$ cat config.mk
export PLATFORM = sky130hd
export DESIGN_NAME = matrix_multiply
export DESIGN_NICKNAME = d
export VERILOG_FILES = /design/src/mm_pkg.sv /design/src/mm_store.sv /design/src/mm_mac.sv /design/src/mm_ctrl.sv /design/src/matrix_multiply.sv
export SDC_FILE = /design/constraint.sdc
export NUM_CORES = 2
export LEC_CHECK = 0
export BUFFER_PORTS_ARGS = -buffer_cell sky130_fd_sc_hd__buf_2
export CORE_MARGIN = 2
export CORE_UTILIZATION = 56
export DETAILED_ROUTE_END_ITERATION = 8
export GPL_ROUTABILITY_DRIVEN = 0
export PLACE_DENSITY = 0.72
export SETUP_SLACK_MARGIN = 0.05
export SLEW_MARGIN = 10
export SYNTH_ARGS = -nofsm -noshare
export SYNTH_HDL_FRONTEND = slang
export SYNTH_SLANG_ARGS = --single-unit
$ cat constraint.sdc
create_clock -name aclk -period 13.23 [get_ports aclk]
set_input_delay 2.646 -clock aclk [delete_from_list [all_inputs] [get_ports aclk]]
set_output_delay 2.646 -clock aclk [all_outputs]
set_load 0.02 [all_outputs]
$ cat src/mm_pkg.sv
// shared types, constants and codes of the matrix multiplier
package mm_pkg;

    localparam int VALUE_BITS  = 16;
    localparam int FRAC_BITS   = 8;
    localparam int CFG_W       = 4;
    localparam int CFG_IDX_W   = 3;
    localparam int IDX_W       = 6;
    localparam int KIND_W      = 2;
    localparam int DEF_MAX_DIM = 8;
    localparam int PROD_W      = 2 * VALUE_BITS;
    localparam int ACC_W       = PROD_W + CFG_W;

    localparam logic [KIND_W-1:0] KIND_WRITE_A = 2'd0;
    localparam logic [KIND_W-1:0] KIND_WRITE_B = 2'd1;
    localparam logic [KIND_W-1:0] KIND_START   = 2'd2;

    localparam logic [CFG_IDX_W-1:0] REG_A_ROWS = 3'd0;
    localparam logic [CFG_IDX_W-1:0] REG_A_COLS = 3'd1;
    localparam logic [CFG_IDX_W-1:0] REG_B_ROWS = 3'd2;
    localparam logic [CFG_IDX_W-1:0] REG_B_COLS = 3'd3;
    localparam logic [CFG_IDX_W-1:0] REG_C_ROWS = 3'd4;
    localparam logic [CFG_IDX_W-1:0] REG_C_COLS = 3'd5;

    typedef struct packed {
        logic [CFG_W-1:0] a_rows;
        logic [CFG_W-1:0] a_cols;
        logic [CFG_W-1:0] b_rows;
        logic [CFG_W-1:0] b_cols;
        logic [CFG_W-1:0] c_rows;
        logic [CFG_W-1:0] c_cols;
    } cfg_t;

    typedef struct packed {
        logic [KIND_W-1:0]            kind;
        logic [IDX_W-1:0]             elem_index;
        logic signed [VALUE_BITS-1:0] elem_value;
    } in_item_t;

    typedef struct packed {
        logic signed [VALUE_BITS-1:0] out_value;
        logic [IDX_W-1:0]             out_index;
        logic                         last;
        logic                         shape_error;
    } out_item_t;

    typedef struct packed {
        logic vld;
        logic first;
        logic lastk;
    } mac_op_t;

    typedef struct packed {
        logic             load;
        logic             shape_error;
        logic             last;
        logic [IDX_W-1:0] index;
    } out_load_t;

    typedef enum logic [2:0] {
        ST_IDLE,
        ST_WAIT,
        ST_ISSUE,
        ST_DRAIN,
        ST_ERR
    } state_t;

endpackage

$ cat src/mm_store.sv
// single-port-write, registered-read element store
module mm_store import mm_pkg::*; #(
    parameter int DEPTH = DEF_MAX_DIM * DEF_MAX_DIM,
    parameter int AW    = 6
) (
    input  logic                         aclk,
    input  logic                         we,
    input  logic [AW-1:0]                waddr,
    input  logic signed [VALUE_BITS-1:0] wdata,
    input  logic [AW-1:0]                raddr,
    output logic signed [VALUE_BITS-1:0] rdata
);

    logic signed [VALUE_BITS-1:0] mem [DEPTH];

    always_ff @(posedge aclk) begin
        if (we) begin
            mem[waddr] <= wdata;
        end
    end

    always_ff @(posedge aclk) begin
        rdata <= mem[raddr];
    end

endmodule

$ cat src/mm_mac.sv
// shared multiply-accumulate unit with scaling and saturation
module mm_mac import mm_pkg::*; (
    input  logic                         aclk,
    input  logic                         aresetn,
    input  mac_op_t                      op,
    input  logic signed [VALUE_BITS-1:0] a_data,
    input  logic signed [VALUE_BITS-1:0] b_data,
    output logic                         done,
    output logic signed [VALUE_BITS-1:0] value
);

    localparam logic signed [ACC_W-1:0] SAT_MAX = ACC_W'(2 ** (VALUE_BITS - 1) - 1);
    localparam logic signed [ACC_W-1:0] SAT_MIN = ~SAT_MAX;

    mac_op_t                  op_d_reg;
    mac_op_t                  op_p_reg;
    logic signed [PROD_W-1:0] prod_reg;
    logic signed [ACC_W-1:0]  acc_reg;
    logic signed [ACC_W-1:0]  acc_next;
    logic                     done_reg;
    logic signed [ACC_W-1:0]  shifted;

    // op is delayed to line up with the registered store read
    always_ff @(posedge aclk) begin
        if (!aresetn) begin
            op_d_reg <= '0;
            op_p_reg <= '0;
            done_reg <= 1'b0;
        end else begin
            op_d_reg <= op;
            op_p_reg <= op_d_reg;
            done_reg <= op_p_reg.vld && op_p_reg.lastk;
        end
    end

    always_ff @(posedge aclk) begin
        prod_reg <= a_data * b_data;
        if (op_p_reg.vld) begin
            acc_reg <= acc_next;
        end
    end

    assign acc_next = (op_p_reg.first ? '0 : acc_reg) + ACC_W'(prod_reg);

    // floor shift, then clamp to the value range
    assign shifted = acc_reg >>> FRAC_BITS;

    always_comb begin
        if (shifted > SAT_MAX) begin
            value = $signed(SAT_MAX[VALUE_BITS-1:0]);
        end else if (shifted < SAT_MIN) begin
            value = $signed(SAT_MIN[VALUE_BITS-1:0]);
        end else begin
            value = $signed(shifted[VALUE_BITS-1:0]);
        end
    end

    assign done = done_reg;

endmodule

$ cat src/mm_ctrl.sv
// sequencer: shape check, store addressing and result ordering
module mm_ctrl import mm_pkg::*; #(
    parameter int MAX_DIM = DEF_MAX_DIM,
    parameter int AW      = 6
) (
    input  logic          aclk,
    input  logic          aresetn,
    input  cfg_t          cfg,
    input  logic          s_valid,
    input  in_item_t      s_item,
    output logic          s_ready,
    input  logic          out_free,
    input  logic          mac_done,
    output mac_op_t       mac_op,
    output logic [AW-1:0] a_raddr,
    output logic [AW-1:0] b_raddr,
    output out_load_t     out_ld
);

    state_t           state_reg, state_next;
    logic [CFG_W-1:0] i_reg, i_next;
    logic [CFG_W-1:0] j_reg, j_next;
    logic [CFG_W-1:0] k_reg, k_next;
    logic [AW-1:0]    a_base_reg, a_base_next;
    logic [AW-1:0]    a_ptr_reg, a_ptr_next;
    logic [AW-1:0]    b_ptr_reg, b_ptr_next;
    logic [IDX_W-1:0] oidx_reg, oidx_next;
    logic             shape_ok;
    logic             last_k;
    logic             last_elem;
    logic             start_acc;

    function automatic logic dim_ok(input logic [CFG_W-1:0] d);
        return (d != '0) && (32'(d) <= MAX_DIM);
    endfunction

    assign shape_ok = dim_ok(cfg.a_rows) && dim_ok(cfg.a_cols) && dim_ok(cfg.b_rows) &&
                      dim_ok(cfg.b_cols) && dim_ok(cfg.c_rows) && dim_ok(cfg.c_cols) &&
                      (cfg.a_cols == cfg.b_rows) && (cfg.a_rows == cfg.c_rows) &&
                      (cfg.b_cols == cfg.c_cols);

    assign last_k    = (k_reg == cfg.a_cols - CFG_W'(1));
    assign last_elem = (i_reg == cfg.a_rows - CFG_W'(1)) && (j_reg == cfg.b_cols - CFG_W'(1));
    assign s_ready   = (state_reg == ST_IDLE);
    assign start_acc = s_valid && s_ready && (s_item.kind == KIND_START);
    assign a_raddr   = a_ptr_reg;
    assign b_raddr   = b_ptr_reg;

    always_ff @(posedge aclk) begin
        if (!aresetn) begin
            state_reg <= ST_IDLE;
        end else begin
            state_reg <= state_next;
        end
    end

    always_ff @(posedge aclk) begin
        i_reg      <= i_next;
        j_reg      <= j_next;
        k_reg      <= k_next;
        a_base_reg <= a_base_next;
        a_ptr_reg  <= a_ptr_next;
        b_ptr_reg  <= b_ptr_next;
        oidx_reg   <= oidx_next;
    end

    always_comb begin
        state_next  = state_reg;
        i_next      = i_reg;
        j_next      = j_reg;
        k_next      = k_reg;
        a_base_next = a_base_reg;
        a_ptr_next  = a_ptr_reg;
        b_ptr_next  = b_ptr_reg;
        oidx_next   = oidx_reg;
        mac_op      = '0;
        out_ld      = '0;
        unique case (state_reg)
            ST_IDLE: begin
                if (start_acc) begin
                    i_next      = '0;
                    j_next      = '0;
                    a_base_next = '0;
                    oidx_next   = '0;
                    state_next  = shape_ok ? ST_WAIT : ST_ERR;
                end
            end
            ST_WAIT: begin
                // the output slot is empty by the time this element lands
                if (out_free) begin
                    a_ptr_next = a_base_reg;
                    b_ptr_next = AW'(j_reg);
                    k_next     = '0;
                    state_next = ST_ISSUE;
                end
            end
            ST_ISSUE: begin
                mac_op.vld   = 1'b1;
                mac_op.first = (k_reg == '0);
                mac_op.lastk = last_k;
                k_next       = k_reg + CFG_W'(1);
                a_ptr_next   = a_ptr_reg + AW'(1);
                b_ptr_next   = b_ptr_reg + AW'(cfg.b_cols);
                if (last_k) begin
                    state_next = ST_DRAIN;
                end
            end
            ST_DRAIN: begin
                if (mac_done) begin
                    out_ld.load  = 1'b1;
                    out_ld.last  = last_elem;
                    out_ld.index = oidx_reg;
                    if (last_elem) begin
                        state_next = ST_IDLE;
                    end else begin
                        oidx_next = oidx_reg + IDX_W'(1);
                        if (j_reg == cfg.b_cols - CFG_W'(1)) begin
                            j_next      = '0;
                            i_next      = i_reg + CFG_W'(1);
                            a_base_next = a_base_reg + AW'(cfg.a_cols);
                        end else begin
                            j_next = j_reg + CFG_W'(1);
                        end
                        state_next = ST_WAIT;
                    end
                end
            end
            ST_ERR: begin
                if (out_free) begin
                    out_ld.load        = 1'b1;
                    out_ld.shape_error = 1'b1;
                    out_ld.last        = 1'b1;
                    out_ld.index       = '0;
                    state_next         = ST_IDLE;
                end
            end
            default: begin
                state_next = ST_IDLE;
            end
        endcase
    end

`ifndef NO_ASSERTIONS
    a_load_into_free_slot: assert property (@(posedge aclk) disable iff (!aresetn)
        out_ld.load |-> out_free)
        else $error("result loaded while output register still full");

    a_no_mac_result_when_idle: assert property (@(posedge aclk) disable iff (!aresetn)
        (state_reg == ST_IDLE) |-> !mac_done)
        else $error("mac result arrived with sequencer idle");

    a_bad_shape_goes_err: assert property (@(posedge aclk) disable iff (!aresetn)
        (start_acc && !shape_ok) |=> (state_reg == ST_ERR))
        else $error("shape mismatch did not lead to error result");

    a_issue_only_in_issue: assert property (@(posedge aclk) disable iff (!aresetn)
        mac_op.vld |-> (state_reg == ST_ISSUE) && !out_ld.load)
        else $error("mac issue outside issue phase");
`endif

endmodule

$ cat src/matrix_multiply.sv
// a write transaction is taken whenever s_ready is high; a start gives its results one
// element at a time, each set by the single shared mac fed from the two store read ports,
// one product a cycle; a bad shape gives a single error result instead.
// one start is worked on at a time; s_ready is low from start until the last result loads.
// reset (aresetn, synchronous, active low) sets all shape registers to 1 and clears control;
// the element stores are not cleared.
module matrix_multiply import mm_pkg::*; #(
    parameter int MAX_DIM = DEF_MAX_DIM
) (
    input  logic                 aclk,
    input  logic                 aresetn,
    input  logic                 s_valid,
    output logic                 s_ready,
    input  in_item_t             s_item,
    output logic                 m_valid,
    input  logic                 m_ready,
    output out_item_t            m_item,
    input  logic                 cfg_we,
    input  logic [CFG_IDX_W-1:0] cfg_index,
    input  logic [CFG_W-1:0]     cfg_wdata
);

    localparam int DEPTH = MAX_DIM * MAX_DIM;
    localparam int AW    = (DEPTH > 1) ? $clog2(DEPTH) : 1;
    localparam int IW    = (AW > IDX_W) ? AW : IDX_W;

    cfg_t                         cfg_reg, cfg_next;
    logic                         m_valid_reg;
    out_item_t                    m_item_reg;
    logic                         out_free;
    logic [IW-1:0]                idx_ext;
    logic [AW-1:0]                waddr;
    logic                         wr_ok;
    logic                         a_we, b_we;
    logic [AW-1:0]                a_raddr, b_raddr;
    logic signed [VALUE_BITS-1:0] a_rdata, b_rdata;
    mac_op_t                      mac_op;
    logic                         mac_done;
    logic signed [VALUE_BITS-1:0] mac_value;
    out_load_t                    out_ld;

    always_comb begin
        cfg_next = cfg_reg;
        if (cfg_we) begin
            unique case (cfg_index)
                REG_A_ROWS: cfg_next.a_rows = cfg_wdata;
                REG_A_COLS: cfg_next.a_cols = cfg_wdata;
                REG_B_ROWS: cfg_next.b_rows = cfg_wdata;
                REG_B_COLS: cfg_next.b_cols = cfg_wdata;
                REG_C_ROWS: cfg_next.c_rows = cfg_wdata;
                REG_C_COLS: cfg_next.c_cols = cfg_wdata;
                default: ;
            endcase
        end
    end

    always_ff @(posedge aclk) begin
        if (!aresetn) begin
            cfg_reg <= '{a_rows: CFG_W'(1), a_cols: CFG_W'(1), b_rows: CFG_W'(1),
                         b_cols: CFG_W'(1), c_rows: CFG_W'(1), c_cols: CFG_W'(1)};
        end else begin
            cfg_reg <= cfg_next;
        end
    end

    // element writes beyond the store depth are dropped
    assign idx_ext = IW'(s_item.elem_index);
    assign waddr   = idx_ext[AW-1:0];
    assign wr_ok   = s_valid && s_ready && (32'(s_item.elem_index) < DEPTH);
    assign a_we    = wr_ok && (s_item.kind == KIND_WRITE_A);
    assign b_we    = wr_ok && (s_item.kind == KIND_WRITE_B);

    mm_store #(.DEPTH(DEPTH), .AW(AW)) u_store_a (
        .aclk  (aclk),
        .we    (a_we),
        .waddr (waddr),
        .wdata (s_item.elem_value),
        .raddr (a_raddr),
        .rdata (a_rdata)
    );

    mm_store #(.DEPTH(DEPTH), .AW(AW)) u_store_b (
        .aclk  (aclk),
        .we    (b_we),
        .waddr (waddr),
        .wdata (s_item.elem_value),
        .raddr (b_raddr),
        .rdata (b_rdata)
    );

    mm_mac u_mac (
        .aclk    (aclk),
        .aresetn (aresetn),
        .op      (mac_op),
        .a_data  (a_rdata),
        .b_data  (b_rdata),
        .done    (mac_done),
        .value   (mac_value)
    );

    mm_ctrl #(.MAX_DIM(MAX_DIM), .AW(AW)) u_ctrl (
        .aclk     (aclk),
        .aresetn  (aresetn),
        .cfg      (cfg_reg),
        .s_valid  (s_valid),
        .s_item   (s_item),
        .s_ready  (s_ready),
        .out_free (out_free),
        .mac_done (mac_done),
        .mac_op   (mac_op),
        .a_raddr  (a_raddr),
        .b_raddr  (b_raddr),
        .out_ld   (out_ld)
    );

    assign out_free = !m_valid_reg || m_ready;

    always_ff @(posedge aclk) begin
        if (!aresetn) begin
            m_valid_reg <= 1'b0;
        end else if (out_ld.load) begin
            m_valid_reg <= 1'b1;
        end else if (m_ready) begin
            m_valid_reg <= 1'b0;
        end
    end

    always_ff @(posedge aclk) begin
        if (out_ld.load) begin
            m_item_reg.out_value   <= out_ld.shape_error ? '0 : mac_value;
            m_item_reg.out_index   <= out_ld.index;
            m_item_reg.last        <= out_ld.last;
            m_item_reg.shape_error <= out_ld.shape_error;
        end
    end

    assign m_valid = m_valid_reg;
    assign m_item  = m_item_reg;

endmodule
==> impl_metrics.env <==
export IMPL_status="finished, final reports clean"
export IMPL_placementRows=152
export IMPL_synth_seq_cells=2243
export IMPL_io_pins=62
export IMPL_dr_total_vias=47988
export IMPL_die_h_um=420
export IMPL_finalWirelength_mm=220
export IMPL_hold_buffers=0
export IMPL_grt_util_all_layers_pct=25.5
export IMPL_grt_pass1_wl_mm=326
export IMPL_ctsLongestPathBuffers=3
export IMPL_min_to="u_mac.op_p_reg[0]$_SDFF_PN0_"
export IMPL_wl_met3_mm=19.5
export IMPL_cp_cell_sequence="nand2_1, inv_1, fa_1, fa_1, fa_1, fa_1, fa_1, inv_1, fa_1, inv_1, ha_1, nand3_1, nor2_1, and3_1, and3_1, o211ai_1, a31oi_1, o31ai_1, o311ai_0"
export IMPL_setup_viol=0
export IMPL_regToRegStartpoint="u_store_b.rdata[1]$_DFF_P_"
export IMPL_arrival_ns=7.28
export IMPL_fin_crit_sh_pct=49.4
export IMPL_die_x_um=420
export IMPL_clockRootBuffer="clkbuf_16"
export IMPL_hold_viol_final=0
export IMPL_synth_edf_count=2144
export IMPL_wire_per_inst_um=28.6
export IMPL_ant_nets=0
export IMPL_maxUsedRoutingLayer="met5"
export IMPL_stdcell_area_um2=107000
export IMPL_route_met2_wl_mm=104
export IMPL_start_kind="flip-flop"
export IMPL_drt_met1_wl_mm=89.9
export IMPL_r2r_setup_slack_ns=6.69
export IMPL_area_growth_pct=10.6
export IMPL_yosysWarnings=0
export IMPL_io_buffers=61
export IMPL_cap_violations=0
export IMPL_fin_ws_ns=6.69
export IMPL_core_area_um2=172000
export IMPL_hold_start="u_mac.op_d_reg[0]$_SDFF_PN0_"
export IMPL_crit_type="reg -> reg"
export IMPL_min_period_ns=6.54
export IMPL_numCtsBuffers=208
export IMPL_ys_async_sr_fraction_pct=0
export IMPL_dr_pass1_iters=6
export IMPL_drc=0
export IMPL_post_drt_via_cell_ratio=6.25
export IMPL_nNetsFinal=5635
export IMPL_initial_core_util_pct=56.4
export IMPL_clk_latency_ns=0.86
export IMPL_relSlewSlack_pct=23.2
export IMPL_slowest_stage="fa_1"
export IMPL_grt_pass1_vias=48193
export IMPL_rsz0062_at_grt="false"
export IMPL_synth_nets=5407
export IMPL_skew_ns=0.0534
export IMPL_cp_required_ns=13.97
export IMPL_ys_seq_area_share_pct=68.5
export IMPL_cts_max_level=4
export IMPL_fmax_mhz=153
export IMPL_tns_ns=0
export IMPL_drive_gt1_share_pct=22.5
export IMPL_grt_overflow_total=0
export IMPL_antenna_found_initial=9
export IMPL_ys_flop_type="edfxtp_1"
export IMPL_post_cts_resized=0
export IMPL_die_area_um2=176000
export IMPL_path_clk_slew_ns=0.06
export IMPL_whs_path_depth=1
export IMPL_place_ws_ns=6.72
export IMPL_path_max_fanout=16
export IMPL_crit_buf_inv=3
export IMPL_worst_path_most_repeated_cell="fa_1"
export IMPL_syn_area_per_cell_um2=19.5
export IMPL_max_stage_delay_ns=0.83
export IMPL_tightest_slew_ns=1.15
export IMPL_yosysUniqueCellTypes=69
export IMPL_hpwlAfterDp_mm=132
export IMPL_final_cell_mix="edfxtp_1, mux4_2, inv_1"
export IMPL_drt_iter0_drc=6196
export IMPL_cts_sinks=2243
export IMPL_tritoncts="done"
export IMPL_crit_family="adder cells"
export IMPL_place_area_um2=101000
export IMPL_syn_inst=4972
export IMPL_final_common_cell="edfxtp_1"
export IMPL_r2r_cells=19
export IMPL_cp_end_kind="flip-flop"
export IMPL_syn_area_um2=96900
export IMPL_drv_slew=0
export IMPL_min_path_type="reg -> reg"
export IMPL_cts_setup_buffers=0
export IMPL_grt_max_degree=145
export IMPL_timing_rr_end="u_mac.prod_reg[30]$_DFF_P_"
## synthesized netlist by cell type, drive strengths merged, types with 7 or more instances
cell type / number / area share (%)
edfxtp: 2144 / 66
mux4: 672 / 16
inv: 331 / 1.3
fa: 265 / 5.5
nor2: 242 / 0.94
nand2: 194 / 0.75
clkbuf: 137 / 0.53
ha: 134 / 1.7
and2: 132 / 0.85
dfxtp: 99 / 2.0
buf: 84 / 0.45
xnor2: 72 / 0.65
nor2b: 65 / 0.42
a21oi: 63 / 0.33
o21ai: 51 / 0.26
a21o: 36 / 0.28
xor2: 35 / 0.32
nand3: 23 / 0.12
mux2i: 20 / 0.21
nor3: 20 / 0.10
and3: 16 / 0.10
nand2b: 16 / 0.10
o21a: 12 / 0.093
a211oi: 8 / 0.062
nand4: 8 / 0.052
o211ai: 8 / 0.062
a31oi: 7 / 0.045
nor4: 7 / 0.045
## cells by family (layout without fill, tap and decap cells)
logic type | after synthesis | after routing | synth area share [%]
DFF | 2243 | 2243 | 68.5
and+or+nand+nor | 751 | 751 | 3.71
muxes | 693 | 693 | 15.8
buffers and inverters | 552 | 952 | 2.27
adders and majority gates | 399 | 399 | 7.21
AOI/OAI and AO/OA | 227 | 227 | 1.52
xor gates and xnor gates | 107 | 107 | 0.967
other | 0 | 2 | 0
## how the worst max path moves through the flow
stage                           startpoint                          to  slack [ns]  depth (start not counted)
6_report        u_store_b.rdata[1]$_DFF_P_  u_mac.prod_reg[30]$_DFF_P_        6.69                         19
2_1_floorplan  u_store_a.rdata[15]$_DFF_P_  u_mac.prod_reg[31]$_DFF_P_        7.22                         20
3_5_place_dp    u_store_b.rdata[1]$_DFF_P_  u_mac.prod_reg[30]$_DFF_P_        6.72                         19
3_3_place_gp    u_store_b.rdata[1]$_DFF_P_  u_mac.prod_reg[31]$_DFF_P_        6.78                         19
4_1_cts         u_store_b.rdata[1]$_DFF_P_  u_mac.prod_reg[30]$_DFF_P_        6.69                         19
5_1_grt         u_store_b.rdata[1]$_DFF_P_  u_mac.prod_reg[30]$_DFF_P_        6.24                         19
## metal layers
metal | vias to the layer above | GRT usage [%]
li1 | 19865 | -
met1 | 25460 | 38.1
met2 | 2339 | 39.3
met3 | 322 | 4.43
met4 | 2 | 7.27
met5 | - | 0
## final cells by class
| type | instances | area [um^2] |
|---|---|---|
| sequential | 2243 | 66400 |
| fill | 11654 | 64600 |
| multi-input combinational | 2177 | 28400 |
| clock buffer | 272 | 5600 |
| tap | 2310 | 2890 |
| timing repair buffer | 239 | 1740 |
| inverter | 331 | 1240 |
| clock inverter | 110 | 912 |
| antenna | 2 | 5.00 |
## per-stage QoR
stage,hold WS (ns),std cells,util (%)
CTS,0.429,7682,62.4
detailed placement,0.421,7300,58.6
floorplan,0.412,4972,-
global route,0.446,7683,62.4
finish,0.428,7684,62.4
global placement,0.417,7300,58.6
Power is not shown: default switching activity piles up to over one toggle a cycle in this logic, so the estimate is an artifact.
